--- src/sv/hxb_pkg.sv ---
`timescale 1ns / 1ps
// ----------------------------------------------------------------------------
// hxb_pkg: shared types and constants for hex_text_to_bytes
// Scan modes, character codes and the request bundle that travels from the
// decoder to the result queue.
// ----------------------------------------------------------------------------
package hxb_pkg;

  localparam int MAX_DEC_DIGITS = 4;
  localparam int DEC_CNT_W      = 3;
  localparam int QUEUE_DEPTH    = 4;
  localparam int QPTR_W         = $clog2(QUEUE_DEPTH);
  localparam int QCNT_W         = $clog2(QUEUE_DEPTH + 1);

  localparam logic [7:0] CHR_NUL    = 8'h00;
  localparam logic [7:0] CHR_SQUOTE = 8'h27;
  localparam logic [7:0] CHR_DQUOTE = 8'h22;
  localparam logic [7:0] CHR_LT     = 8'h3C;
  localparam logic [7:0] CHR_GT     = 8'h3E;
  localparam logic [7:0] CHR_LBRACE = 8'h7B;
  localparam logic [7:0] CHR_RBRACE = 8'h7D;
  localparam logic [7:0] CHR_LPAREN = 8'h28;
  localparam logic [7:0] CHR_RPAREN = 8'h29;
  localparam logic [7:0] CHR_HASH   = 8'h23;

  typedef enum logic [1:0] {
    MODE_HEX = 2'd0,
    MODE_LIT = 2'd1,
    MODE_DEC = 2'd2
  } scan_mode_t;

  typedef struct packed {
    logic [1:0] cnt;
    logic [7:0] data0;
    logic [7:0] data1;
  } hxb_push_t;

  typedef struct packed {
    logic [7:0] data;
    logic       last;
  } hxb_entry_t;

endpackage

--- src/sv/hxb_decode.sv ---
`timescale 1ns / 1ps
// ----------------------------------------------------------------------------
// hxb_decode: character decoder
// Holds the scan state and turns one registered character into zero, one or
// two output bytes per cycle.
// ----------------------------------------------------------------------------
module hxb_decode
  import hxb_pkg::*;
(
  input  logic      clk,
  input  logic      rst_n,
  input  logic      char_valid,
  input  logic [7:0] char_in,
  output hxb_push_t push
);

  scan_mode_t           mode_r, mode_nxt;
  logic [7:0]           close_r, close_nxt;
  logic [3:0]           hi_r, hi_nxt;
  logic                 pend_r, pend_nxt;
  logic [7:0]           val_r, val_nxt;
  logic [DEC_CNT_W-1:0] dig_r, dig_nxt;

  logic                 is_dec;
  logic                 is_hex;
  logic [3:0]           hex_val;
  logic [7:0]           dec_acc;
  logic [DEC_CNT_W-1:0] dig_inc;
  logic                 do_hex;

  always_comb begin
    is_dec  = (char_in >= 8'h30) && (char_in <= 8'h39);
    is_hex  = 1'b1;
    hex_val = char_in[3:0];
    if (is_dec) begin
      hex_val = char_in[3:0];
    end else if (((char_in >= 8'h61) && (char_in <= 8'h66)) ||
                 ((char_in >= 8'h41) && (char_in <= 8'h46))) begin
      hex_val = 4'(char_in[2:0] + 3'd1) + 4'd8;
    end else begin
      is_hex = 1'b0;
    end
    dec_acc = 8'({val_r, 3'b000}) + 8'({val_r, 1'b0}) + {4'b0000, char_in[3:0]};
    dig_inc = dig_r + DEC_CNT_W'(1);
  end

  always_comb begin
    mode_nxt  = mode_r;
    close_nxt = close_r;
    hi_nxt    = hi_r;
    pend_nxt  = pend_r;
    val_nxt   = val_r;
    dig_nxt   = dig_r;
    push      = '0;
    do_hex    = 1'b0;

    if (char_valid) begin
      if (char_in == CHR_NUL) begin
        if (mode_r == MODE_DEC) begin
          push.cnt   = 2'd1;
          push.data0 = val_r;
        end
        mode_nxt  = MODE_HEX;
        close_nxt = '0;
        hi_nxt    = '0;
        pend_nxt  = 1'b0;
        val_nxt   = '0;
        dig_nxt   = '0;
      end else begin
        case (mode_r)
          MODE_LIT: begin
            if (char_in == close_r) begin
              mode_nxt = MODE_HEX;
            end else begin
              push.cnt   = 2'd1;
              push.data0 = char_in;
              if (pend_r) begin
                hi_nxt = '0;
              end
            end
          end
          MODE_DEC: begin
            if (is_dec) begin
              if (dig_inc >= DEC_CNT_W'(MAX_DEC_DIGITS)) begin
                push.cnt   = 2'd1;
                push.data0 = dec_acc;
                if (pend_r) begin
                  hi_nxt = '0;
                end
                val_nxt  = '0;
                dig_nxt  = '0;
                mode_nxt = MODE_HEX;
              end else begin
                val_nxt = dec_acc;
                dig_nxt = dig_inc;
              end
            end else begin
              push.cnt   = 2'd1;
              push.data0 = val_r;
              if (pend_r) begin
                hi_nxt = '0;
              end
              val_nxt  = '0;
              dig_nxt  = '0;
              mode_nxt = MODE_HEX;
              do_hex   = 1'b1;
            end
          end
          default: begin
            do_hex = 1'b1;
          end
        endcase
      end

      if (do_hex) begin
        if (is_hex) begin
          if (pend_nxt) begin
            if (push.cnt == 2'd0) begin
              push.data0 = {hi_nxt, hex_val};
            end else begin
              push.data1 = {hi_nxt, hex_val};
            end
            push.cnt = push.cnt + 2'd1;
            pend_nxt = 1'b0;
            hi_nxt   = '0;
          end else begin
            hi_nxt   = hex_val;
            pend_nxt = 1'b1;
          end
        end else begin
          case (char_in)
            CHR_SQUOTE: begin
              mode_nxt  = MODE_LIT;
              close_nxt = CHR_SQUOTE;
            end
            CHR_DQUOTE: begin
              mode_nxt  = MODE_LIT;
              close_nxt = CHR_DQUOTE;
            end
            CHR_LT: begin
              mode_nxt  = MODE_LIT;
              close_nxt = CHR_GT;
            end
            CHR_LBRACE: begin
              mode_nxt  = MODE_LIT;
              close_nxt = CHR_RBRACE;
            end
            CHR_LPAREN: begin
              mode_nxt  = MODE_LIT;
              close_nxt = CHR_RPAREN;
            end
            CHR_HASH: begin
              mode_nxt = MODE_DEC;
              val_nxt  = '0;
              dig_nxt  = '0;
            end
            default: begin
            end
          endcase
        end
      end
    end
  end

  always_ff @(posedge clk) begin
    if (!rst_n) begin
      mode_r  <= MODE_HEX;
      close_r <= '0;
      hi_r    <= '0;
      pend_r  <= 1'b0;
      val_r   <= '0;
      dig_r   <= '0;
    end else begin
      mode_r  <= mode_nxt;
      close_r <= close_nxt;
      hi_r    <= hi_nxt;
      pend_r  <= pend_nxt;
      val_r   <= val_nxt;
      dig_r   <= dig_nxt;
    end
  end

endmodule

--- src/sv/hxb_out_queue.sv ---
`timescale 1ns / 1ps
// ----------------------------------------------------------------------------
// hxb_out_queue: result queue
// Takes up to two bytes per cycle from the decoder and hands one per cycle
// to the result channel while out_ready is high.
// ----------------------------------------------------------------------------
module hxb_out_queue
  import hxb_pkg::*;
(
  input  logic       clk,
  input  logic       rst_n,
  input  hxb_push_t  push,
  output logic       room,
  output logic       out_valid,
  input  logic       out_ready,
  output hxb_entry_t head
);

  hxb_entry_t        mem_r [QUEUE_DEPTH];
  logic [QPTR_W-1:0] wr_ptr_r, wr_ptr_nxt;
  logic [QPTR_W-1:0] rd_ptr_r, rd_ptr_nxt;
  logic [QCNT_W-1:0] cnt_r, cnt_nxt;
  logic              pop;

  assign out_valid = (cnt_r != '0);
  assign head      = mem_r[rd_ptr_r];
  assign room      = (cnt_r <= QCNT_W'(QUEUE_DEPTH - 2));
  assign pop       = out_valid && out_ready;

  always_comb begin
    wr_ptr_nxt = wr_ptr_r + QPTR_W'(push.cnt);
    rd_ptr_nxt = rd_ptr_r + QPTR_W'(pop);
    cnt_nxt    = cnt_r + QCNT_W'(push.cnt) - QCNT_W'(pop);
  end

  always_ff @(posedge clk) begin
    if (!rst_n) begin
      wr_ptr_r <= '0;
      rd_ptr_r <= '0;
      cnt_r    <= '0;
    end else begin
      wr_ptr_r <= wr_ptr_nxt;
      rd_ptr_r <= rd_ptr_nxt;
      cnt_r    <= cnt_nxt;
    end
  end

  always_ff @(posedge clk) begin
    if (push.cnt != 2'd0) begin
      mem_r[wr_ptr_r] <= '{data: push.data0, last: (push.cnt == 2'd1)};
    end
    if (push.cnt == 2'd2) begin
      mem_r[wr_ptr_r + QPTR_W'(1)] <= '{data: push.data1, last: 1'b1};
    end
  end

endmodule

--- src/sv/hex_text_to_bytes.sv ---
`timescale 1ns / 1ps
// Order: a taken character waits in the input register until the result queue has room, then its bytes are queued.
// Throughput: one character per cycle while the result queue has room; a character that yields two bytes
// holds the single-byte result port for both of its bytes, and the four-entry result queue
// absorbs the difference.
// Reset: rst_n is synchronous and active low; it clears the scan state and empties the queue.
// ----------------------------------------------------------------------------
// hex_text_to_bytes: hex text to byte converter
// Input register, character decoder and result queue.
// ----------------------------------------------------------------------------
module hex_text_to_bytes
  import hxb_pkg::*;
(
  input  logic       clk,
  input  logic       rst_n,
  input  logic       in_valid,
  output logic       in_ready,
  input  logic [7:0] in_char,
  output logic       out_valid,
  input  logic       out_ready,
  output logic [7:0] out_byte,
  output logic       out_last_of_run
);

  logic       s1_valid_r;
  logic [7:0] s1_char_r;
  logic       room;
  logic       advance;
  hxb_push_t  push;
  hxb_entry_t head;

  assign advance  = s1_valid_r && room;
  assign in_ready = !s1_valid_r || room;

  always_ff @(posedge clk) begin
    if (!rst_n) begin
      s1_valid_r <= 1'b0;
    end else if (in_ready) begin
      s1_valid_r <= in_valid;
    end
  end

  always_ff @(posedge clk) begin
    if (in_valid && in_ready) begin
      s1_char_r <= in_char;
    end
  end

  hxb_decode u_decode (
    .clk        (clk),
    .rst_n      (rst_n),
    .char_valid (advance),
    .char_in    (s1_char_r),
    .push       (push)
  );

  hxb_out_queue u_queue (
    .clk       (clk),
    .rst_n     (rst_n),
    .push      (push),
    .room      (room),
    .out_valid (out_valid),
    .out_ready (out_ready),
    .head      (head)
  );

  assign out_byte        = head.data;
  assign out_last_of_run = head.last;

endmodule

--- config.mk ---
export PLATFORM = sky130hd
export DESIGN_NAME = hex_text_to_bytes
export DESIGN_NICKNAME = d
export VERILOG_FILES = /design/src/sv/hxb_pkg.sv /design/src/sv/hxb_decode.sv /design/src/sv/hxb_out_queue.sv /design/src/sv/hex_text_to_bytes.sv
export SDC_FILE = /design/constraint.sdc
export NUM_CORES = 1
export LEC_CHECK = 0
export BUFFER_PORTS_ARGS = -buffer_cell sky130_fd_sc_hd__buf_4
export CAP_MARGIN = 0
export CORE_ASPECT_RATIO = 1.4
export CORE_MARGIN = 8
export CORE_UTILIZATION = 50
export CTS_CLUSTER_SIZE = 12
export DETAILED_ROUTE_END_ITERATION = 7
export GPL_TIMING_DRIVEN = 1
export PLACE_DENSITY_LB_ADDON = 0.08
export SLEW_MARGIN = 30
export SYNTH_ARGS = -nofsm -noshare
export SYNTH_HDL_FRONTEND = slang
export SYNTH_HIERARCHICAL = 1
export SYNTH_SLANG_ARGS = --single-unit
--- constraint.sdc ---
create_clock -name clk -period 3.7 [get_ports clk]
set_input_delay 0.37 -clock clk [delete_from_list [all_inputs] [get_ports clk]]
set_output_delay 0.37 -clock clk [all_outputs]
set_load 0.05 [all_outputs]
==> impl_metrics.tcl, run 1 <==
set metrics [dict create \
    outcome "complete, no violations" \
    final_common_cell "buf_4" \
    dieArea_um2 13100 \
    cp.required_ns 3.93 \
    drtAntennaViolNets 0 \
    core-area_um2 9410 \
    grt_use_met1_pct 18.9 \
    synth_edf_count 40 \
    clock_latency_ns 0.34 \
    hpwl_um 9590 \
    p_per_area_nw_per_um2 450 \
    grt_max_degree 25 \
    cp_slowest_cell "or4b_4" \
    netSwitchingFraction_pct 33.2 \
    hold_viol_final 0 \
    fillers 804 \
    endpoint "u_queue/cnt_r[2]$_SDFF_PN0_" \
    crit_top_cell "inv_1" \
    ys_types 82 \
    crit_chain "inv_1 -> ha_2 -> or4b_4 -> nor2_4 -> nor2_1 -> a21oi_2 -> inv_1 -> ha_1 -> nor2_1 -> a211oi_2 -> buf_12 -> ha_1 -> inv_1 -> fa_1 -> xor2_1 -> xnor2_1 -> and2_1" \
    use_met2_pct 36.9 \
    startpoint "s1_char_r[1]$_DFFE_PP_" \
    viasPerCell 6.07 \
    drtIter0Drc 198 \
    endpoint_kind "register" \
    grt_pass1_wl_um 20300 \
    num_antenna_cells 0 \
    slew_violations 0 \
    rows 42 \
    postRouteWirelength_um 12300 \
    crit_type "register to register" \
    clock.fmax_mhz 286 \
    ys_warn_count 6 \
    syn-instance-count 475 \
    num_io_pins 23 \
    period_minus_slack_ns 3.49 \
    start_util_pct 51.3 \
    cts.htree.levels 3 \
    avgSynthCellArea_um2 10.2 \
    dr.pass1.iters 4 \
    maxCapViolCount 0 \
    area_growth_pct 15.4 \
    r2r_slack_ns 0.21 \
    p_comb_share_pct 25.6 \
    dieHeight_um 132 \
    relSlewSlack_pct 48.2 \
    rr_startpoint "s1_char_r[1]$_DFFE_PP_" \
    synthArstFlopShare_pct 0 \
    layout_common_cells "buf_4, nor2_1, edfxtp_1" \
    cts.sinks 78 \
    cts_buffer_depth 2 \
    wire_per_inst_um 19.4 \
    holdWs_ns 0.207 \
    setup_viol 0 \
    arrival_ns 3.73 \
    first_global_vias 3962 \
    ys_seq_area_share_pct 40.6 \
    power.switching_uw 832 \
    clkSlewWorstSetupHoldPaths_ns 0.06 \
    busiest_layer "met2" \
    r2r-end "u_queue/cnt_r[2]$_SDFF_PN0_" \
    antenna_found_initial 0 \
    path_depth 17 \
    dpl_cell_area_um2 5250 \
    die_w_um 99.1 \
    min_path_type "input pin to register" \
    timing.final.crit_share_pct 94.4 \
    worst_pin_slew_ns 0.776 \
    ys.flop_type "edfxtp_1" \
    skew_ns 0.00655 \
    cts_buffers 9 \
    critPathMaxStageDelay_ns 0.52 \
    syn_nets 511 \
    power_mw 2.51 \
    ys_seq_elements 78 \
    nNetsFinal 554 \
    cts_tree "built" \
    io_buffer_count 22 \
    drive_above_1_share_pct 21.4 \
    min_from "in_char[7]" \
    vias 3840 \
    netlist_area_um2 4830 \
    worstPathMaxFanout 12 \
    share_seq_of_total_power_pct 40.4 \
    fin_area_um2 5580 \
    gp_congestion 0.934 \
    worst_ir_drop_vdd_mv 0.277 \
    met3_usage_pct 3.75 \
    cp_top_family "adder cells" \
    gr-total-overflow 0 \
    ff2ff_path_depth 17 \
    drc_errors 0 \
    grt_usage_pct 19.5 \
    p_clk_share_pct 34.0 \
    power.leakage_nw 2.05 \
    worstSetupStartpointType "register" \
    root_buffer "clkbuf_16" \
    crit_buf_inv 4 \
    internal-power_mw 1.67 \
]
synth_stat cells (all sizes together), types with 9 or more instances:
library cell / number / area (um^2)
ha: 21 / 263
nand2: 34 / 128
edfxtp: 40 / 1200
dfxtp: 38 / 761
inv: 28 / 105
a21oi: 17 / 88.8
nor2: 52 / 205
o21ai: 21 / 109
a32o: 13 / 130
xnor2: 20 / 175
and2: 17 / 111
mux4: 9 / 203
buf: 13 / 103
logic make-up (layout without fill, tap and decap cells):
kind of cell,Yosys count,after routing,share of synthesized area [%]
flops,78,78,40.6
compound gates,125,125,19.8
mux,15,15,5.49
xor+xnor,24,24,4.35
simple gates,157,157,17.6
buf+inv,52,100,5.41
fa+ha+maj,24,24,6.68
how the worst min path moves through the flow:
stage / endpoint / slack (ns) / cells after the start
after floorplan: u_queue/mem_r[1][0]$_SDFFE_PP1N_ / 0.44 / 1
after global placement: u_queue/mem_r[1][0]$_SDFFE_PP1N_ / 0.46 / 1
after detailed placement: u_queue/mem_r[1][0]$_SDFFE_PP1N_ / 0.46 / 1
after CTS: s1_char_r[7]$_DFFE_PP_ / 0.20 / 1
after global routing: s1_char_r[7]$_DFFE_PP_ / 0.20 / 1
final: s1_char_r[7]$_DFFE_PP_ / 0.21 / 1
sequential cells by signal, summed over array words and instances, names as in the netlist, 3 cells and up:
| register | count |
|---|---|
| s1_char_r | 8 |
| u_decode/val_r | 8 |
| u_decode/close_r | 8 |
| u_queue/mem_r | 36 |
| u_decode/dig_r | 3 |
| u_queue/cnt_r | 3 |
| u_decode/hi_r | 4 |
routing by layer:
metal / wire length [um] / part of all wire [%]
met2: 6610 / 54
met1: 4710 / 38
met4: 571 / 4.7
met5: 0 / 0
met3: 364 / 3.0
power groups by stage:
stage          combinational (mW)  sequential, mW  clock, mW
2_1_floorplan               0.465           0.991          0
3_3_place_gp                0.635            1.03          0
5_1_grt                     0.689            1.03      0.899
4_1_cts                     0.642            1.02      0.868
6_report                    0.641            1.01      0.852
3_5_place_dp                0.640            1.03          0
final cells by class:
type                            count  area, um^2  share of cell area, %
Clock inverter                      7        66.3                   1.19
Multi-Input combinational cell    345        2650                   47.5
Clock buffer                        9         225                   4.04
Tap cell                          110         138                   2.47
Sequential cell                    78        1960                   35.2
Inverter                           29         109                   1.95
Timing Repair Buffer               55         425                   7.63
metrics by stage:
step                      util (%)  setup TNS (ns)  instances  worst slack (ns)
after floorplan                  -               0        475          0.000266
after global placement        55.8               0        615             0.295
after detailed placement      55.8               0        615             0.215
after CTS                     58.9               0        631             0.201
after global routing          59.3        -0.00332        633          -0.00332
final                         59.3               0        633             0.206
what timing repair did:
item | 4_1_cts | 5_1_grt
hold buffers | 0 | 0
gates resized for setup | 0 | 3
setup endpoints to repair | 0 | 3
buffers inserted | 0 | 2
(Power assumes the default switching activity.)
==> inputs of run 2 (changes only) <==
--- a/config.mk
+++ b/config.mk
@@ -14,6 +14,7 @@
 export DETAILED_ROUTE_END_ITERATION = 7
 export GPL_TIMING_DRIVEN = 1
 export PLACE_DENSITY_LB_ADDON = 0.08
+export REMOVE_ABC_BUFFERS = 1
 export SLEW_MARGIN = 30
 export SYNTH_ARGS = -nofsm -noshare
 export SYNTH_HDL_FRONTEND = slang
==> impl_metrics.tcl, run 2 (synthesis gave the netlist of run 1 again) <==
set metrics [dict create \
    outcome "complete, no violations" \
    cp.required_ns 3.75 \
    relSlewSlack_pct 46.7 \
    gp_congestion 0.954 \
    multi_input_area_um2 2640 \
    drtAntennaViolNets 0 \
    fillers 794 \
    start_util_pct 51.3 \
    slew_violations 0 \
    hpwl_um 9250 \
    skew_ns 0.00567 \
    cts_tree "built" \
    dp_slack_ns 0.192 \
    vias 3838 \
    crit_type "register to register" \
    layout_setup_ws_ns 0.181 \
    power.leakage_nw 2.08 \
    area_growth_pct 15.8 \
    tns_ns 0 \
    first_global_vias 3920 \
    clock.fmax_mhz 284 \
    critPathMaxStageDelay_ns 0.58 \
    p_per_area_nw_per_um2 472 \
    postRouteWirelength_um 11900 \
    hold_path_depth 1 \
    cts_buffer_depth 2 \
    ctsHoldBuffers 0 \
    p_comb_share_pct 24.3 \
    rows 42 \
    drtIter0Drc 165 \
    regArea_um2 1960 \
    io_buffer_count 22 \
    die_w_um 99.1 \
    arrival_ns 3.57 \
    clkSlewWorstSetupHoldPaths_ns 0.06 \
    nNetsFinal 555 \
    rsz0062_at_grt "false" \
    min_from "in_char[5]" \
    grt_pass1_wl_um 19400 \
    r2r_slack_ns 0.18 \
    grt_usage_pct 18.6 \
    crit_buf_inv 3 \
    power.switching_uw 778 \
    holdPathEnd "s1_char_r[5]$_DFFE_PP_" \
    worst_ir_drop_vdd_mv 0.259 \
    layout_common_cells "buf_4, nor2_1, edfxtp_1" \
    drive_above_1_share_pct 20.6 \
    antenna_found_initial 0 \
    viasPerCell 6.05 \
    wire_per_inst_um 18.8 \
    rr_startpoint "s1_char_r[3]$_DFFE_PP_" \
    worst_pin_slew_ns 0.799 \
    num_io_pins 23 \
    holdWs_ns 0.212 \
    cts_buffers 9 \
    drc_errors 0 \
    power_mw 2.64 \
    p_clk_share_pct 37.3 \
    gr-total-overflow 0 \
    final_util_pct 59.5 \
    hold_viol_final 0 \
    dieHeight_um 132 \
    share_seq_of_total_power_pct 38.4 \
    clock_latency_ns 0.33 \
    crit_chain "inv_1 -> fa_1 -> inv_1 -> ha_1 -> a211oi_1 -> o21bai_1 -> a21oi_1 -> xnor2_1 -> a222oi_1 -> buf_4 -> a21oi_1 -> o21ai_0 -> mux2_2 -> nor2_1" \
    internal-power_mw 1.86 \
    min_path_type "input pin to register" \
    cts.htree.levels 3 \
    r2r-end "u_queue/mem_r[1][8]$_DFFE_PP_" \
    dr.pass1.iters 4 \
    core-area_um2 9410 \
    num_antenna_cells 0 \
    regMostFlops "u_queue/mem_r" \
    endpoint_kind "register" \
    dieArea_um2 13100 \
    largest_register_ffs 36 \
    root_buffer "clkbuf_16" \
    worstSetupStartpointType "register" \
    cts.sinks 78 \
    cp_slowest_cell "fa_1" \
    worstPathMaxFanout 2 \
    cp_top_family "compound AO/OA/AOI/OAI gates" \
    final_common_cell "buf_4" \
    maxCapViolCount 0 \
    ff2ff_path_depth 14 \
    netSwitchingFraction_pct 29.5 \
    timing.final.crit_share_pct 95.1 \
    setup_viol 0 \
    period_minus_slack_ns 3.52 \
    grt_max_degree 25 \
]
[run 2: cell types whose count changed in the layout (fill, tap and decap cells not counted), sizes merged]
cell / previous run / this run
buf: 55 / 56
bufinv: 0 / 3
clkinvlp: 2 / 0
clkbuf: 9 / 11
inv: 31 / 28
[run 2: worst max path at each step]
stage / from / endpoint / slack, ns / cells after the start
6_report: s1_char_r[3]$_DFFE_PP_ / u_queue/mem_r[1][8]$_DFFE_PP_ / 0.18 / 14
3_5_place_dp: s1_char_r[0]$_DFFE_PP_ / u_queue/cnt_r[2]$_SDFF_PN0_ / 0.19 / 16
3_3_place_gp: s1_char_r[0]$_DFFE_PP_ / u_queue/cnt_r[2]$_SDFF_PN0_ / 0.25 / 16
4_1_cts: s1_char_r[0]$_DFFE_PP_ / u_queue/cnt_r[2]$_SDFF_PN0_ / 0.19 / 16
2_1_floorplan: s1_char_r[0]$_DFFE_PP_ / u_queue/cnt_r[2]$_SDFF_PN0_ / -0.84 / 16
5_1_grt: s1_char_r[3]$_DFFE_PP_ / u_queue/mem_r[1][8]$_DFFE_PP_ / 0.01 / 14
[run 2: power groups by stage]
stage | sequential [mW] | clock (mW) | combinational, mW
finish | 1.01 | 0.985 | 0.641
global route | 1.02 | 1.03 | 0.685
CTS | 1.01 | 1.00 | 0.646
detailed placement | 1.03 | 0 | 0.643
global placement | 1.03 | 0 | 0.635
floorplan | 1.02 | 0 | 0.417
[run 2: final cells by class]
type / count / share of cell area [%]
Multi-Input combinational cell: 345 / 47.1
Sequential cell: 78 / 35.1
Timing Repair Buffer: 56 / 7.52
Clock buffer: 11 / 4.16
Tap cell: 110 / 2.46
Inverter: 29 / 1.95
Clock inverter: 5 / 1.74
[run 2: layer usage]
metal	global-route usage, %	vias to the layer above	routed length (um)
met3	4.28	28	396
li1	-	1868	-
met4	8.78	0	389
met2	34.9	69	6520
met1	18.6	1873	4600
met5	0	-	0
[run 2: repair_timing]
action	in CTS	in global routing
gates resized for setup	0	5
setup endpoints to repair	0	32
setup buffers	0	0
[run 2: through the flow]
stage | cells | instance area, um^2
finish | 634 | 5590
global route | 634 | 5590
CTS | 634 | 5570
detailed placement | 618 | 5240
global placement | 618 | 5240
floorplan | 452 | 4680
==> inputs of run 3 (changes only) <==
--- a/config.mk
+++ b/config.mk
@@ -9,7 +9,7 @@
 export CAP_MARGIN = 0
 export CORE_ASPECT_RATIO = 1.4
 export CORE_MARGIN = 8
-export CORE_UTILIZATION = 50
+export CORE_UTILIZATION = 51
 export CTS_CLUSTER_SIZE = 12
 export DETAILED_ROUTE_END_ITERATION = 7
 export GPL_TIMING_DRIVEN = 1
==> impl_metrics.tcl, run 3 (synthesis gave the netlist of run 1 again) <==
set metrics [dict create \
    gr-total-overflow 0 \
    power_mw 2.43 \
    first_global_vias 3911 \
    regArea_um2 1960 \
    final_common_cell "buf_4" \
    dr.pass1.iters 5 \
    layout_setup_ws_ns 0.271 \
    antenna_found_initial 0 \
    arrival_ns 3.48 \
    p_per_area_nw_per_um2 439 \
    timing.final.crit_share_pct 92.7 \
    postRouteWirelength_um 11800 \
    nNetsFinal 558 \
    vias 3844 \
    drtIter0Drc 200 \
    drtAntennaViolNets 0 \
    dieArea_um2 12900 \
    root_buffer "clkbuf_16" \
    endpoint "u_queue/mem_r[1][8]$_DFFE_PP_" \
    worstPathMaxFanout 3 \
    num_antenna_cells 0 \
    endpoint_kind "register" \
    hpwl_um 8910 \
    cts_tree "built" \
    largest_register_ffs 36 \
    core-area_um2 9350 \
    worst_pin_slew_ns 0.774 \
    slew_violations 0 \
    power.leakage_nw 2.05 \
    layout_common_cells "buf_4, nor2_1, edfxtp_1" \
    fin_area_um2 5530 \
    min_path_type "input pin to register" \
    cts.sinks 78 \
    rsz0062_at_grt "false" \
    cts_buffers 9 \
    cp.required_ns 3.75 \
    clock.fmax_mhz 292 \
    outcome "complete, no violations" \
    area_growth_pct 14.5 \
    wire_per_inst_um 18.6 \
    drive_above_1_share_pct 20.7 \
    ctsHoldBuffers 0 \
    maxCapViolCount 0 \
    startpoint "s1_char_r[3]$_DFFE_PP_" \
    skew_ns 0.00655 \
    r2r_slack_ns 0.27 \
    dp_slack_ns 0.163 \
    worstSetupStartpointType "register" \
    holdWs_ns 0.211 \
    relSlewSlack_pct 48.3 \
    regMostFlops "u_queue/mem_r" \
    grt_usage_pct 18.6 \
    setup_viol 0 \
    die_w_um 98.2 \
    crit_type "register to register" \
    gp_congestion 0.977 \
    drc_errors 0 \
    ff2ff_path_depth 14 \
    clock_latency_ns 0.33 \
    io_buffer_count 22 \
    viasPerCell 6.03 \
    cts.htree.levels 3 \
    dpl_cell_area_um2 5240 \
    fillers 805 \
    hold_viol_final 0 \
    r2r-end "u_queue/mem_r[1][8]$_DFFE_PP_" \
    start_util_pct 51.6 \
    grt_pass1_wl_um 19400 \
    num_io_pins 23 \
    worst_ir_drop_vdd_mv 0.275 \
    multi_input_area_um2 2620 \
    grt_max_degree 25 \
    period_minus_slack_ns 3.43 \
    dieHeight_um 131 \
    rows 42 \
    rr_startpoint "s1_char_r[3]$_DFFE_PP_" \
    clkSlewWorstSetupHoldPaths_ns 0.06 \
    cts_buffer_depth 2 \
]
==> run 3: changes by cell type in the layout (fill, tap and decap cells not counted), sizes merged <==
cell and delta:
buf +3, clkinvlp +2, clkinv +1, bufinv -3
==> run 3: worst max-delay path, stage by stage (launching register included) <==
cell,delay (ns)
edfxtp_1,0.40
inv_1,0.13
fa_1,0.61
inv_1,0.06
ha_1,0.30
a211oi_1,0.24
o21bai_1,0.12
a21oi_1,0.20
xnor2_1,0.12
a222oi_1,0.34
buf_4,0.19
a21oi_2,0.06
o21ai_0,0.13
mux2_2,0.21
nor2_1,0.04
==> run 3: per-stage QoR <==
stage | util, % | setup TNS [ns] | cells
6_report | 59.1 | 0 | 637
5_1_grt | 59.1 | 0 | 637
4_1_cts | 58.7 | 0 | 634
3_5_place_dp | 56.0 | 0 | 618
3_3_place_gp | 56.0 | 0 | 618
2_1_floorplan | - | -41.86 | 452
==> run 3: layer usage <==
metal / share of wire (%) / GRT usage, % / wire length (um)
met1: 39 / 19.5 / 4620
met2: 55 / 35.3 / 6480
met3: 3.7 / 3.49 / 436
met4: 2.4 / 7.46 / 289
met5: 0 / 0 / 0
==> run 3: worst min-delay path by stage <==
| stage | start | to | slack [ns] | cells past startpoint |
|---|---|---|---|---|
| CTS | in_char[5] | s1_char_r[5]$_DFFE_PP_ | 0.21 | 1 |
| floorplan | u_queue/mem_r[1][0]$_SDFFE_PP1N_ | u_queue/mem_r[1][0]$_SDFFE_PP1N_ | 0.44 | 1 |
| finish | in_char[5] | s1_char_r[5]$_DFFE_PP_ | 0.21 | 1 |
| global route | in_char[5] | s1_char_r[5]$_DFFE_PP_ | 0.20 | 1 |
| detailed placement | u_queue/mem_r[1][0]$_SDFFE_PP1N_ | u_queue/mem_r[1][0]$_SDFFE_PP1N_ | 0.46 | 1 |
| global placement | u_queue/mem_r[1][0]$_SDFFE_PP1N_ | u_queue/mem_r[1][0]$_SDFFE_PP1N_ | 0.46 | 1 |
==> run 3: area by class of cell <==
| class | instances | area share [%] |
|---|---|---|
| clock buffers | 11 | 4.21 |
| clock inverters | 5 | 0.498 |
| inverters | 29 | 1.97 |
| multi-input cells | 345 | 47.4 |
| flip-flops and latches | 78 | 35.5 |
| well taps | 110 | 2.49 |
| repair buffers | 59 | 8.01 |
==> run 3: power breakdown <==
part | internal [mW] | switching, mW | leakage (nW)
Sequential | 0.942 | 0.0689 | 0.687
Combinational | 0.262 | 0.377 | 1.24
Clock | 0.448 | 0.330 | 0.121
==> run 3: timing repair <==
action	in CTS	in global routing
resized for setup	0	3
endpoints found under the hold margin	0	0
buffers inserted	0	3
setup endpoints to repair	0	3
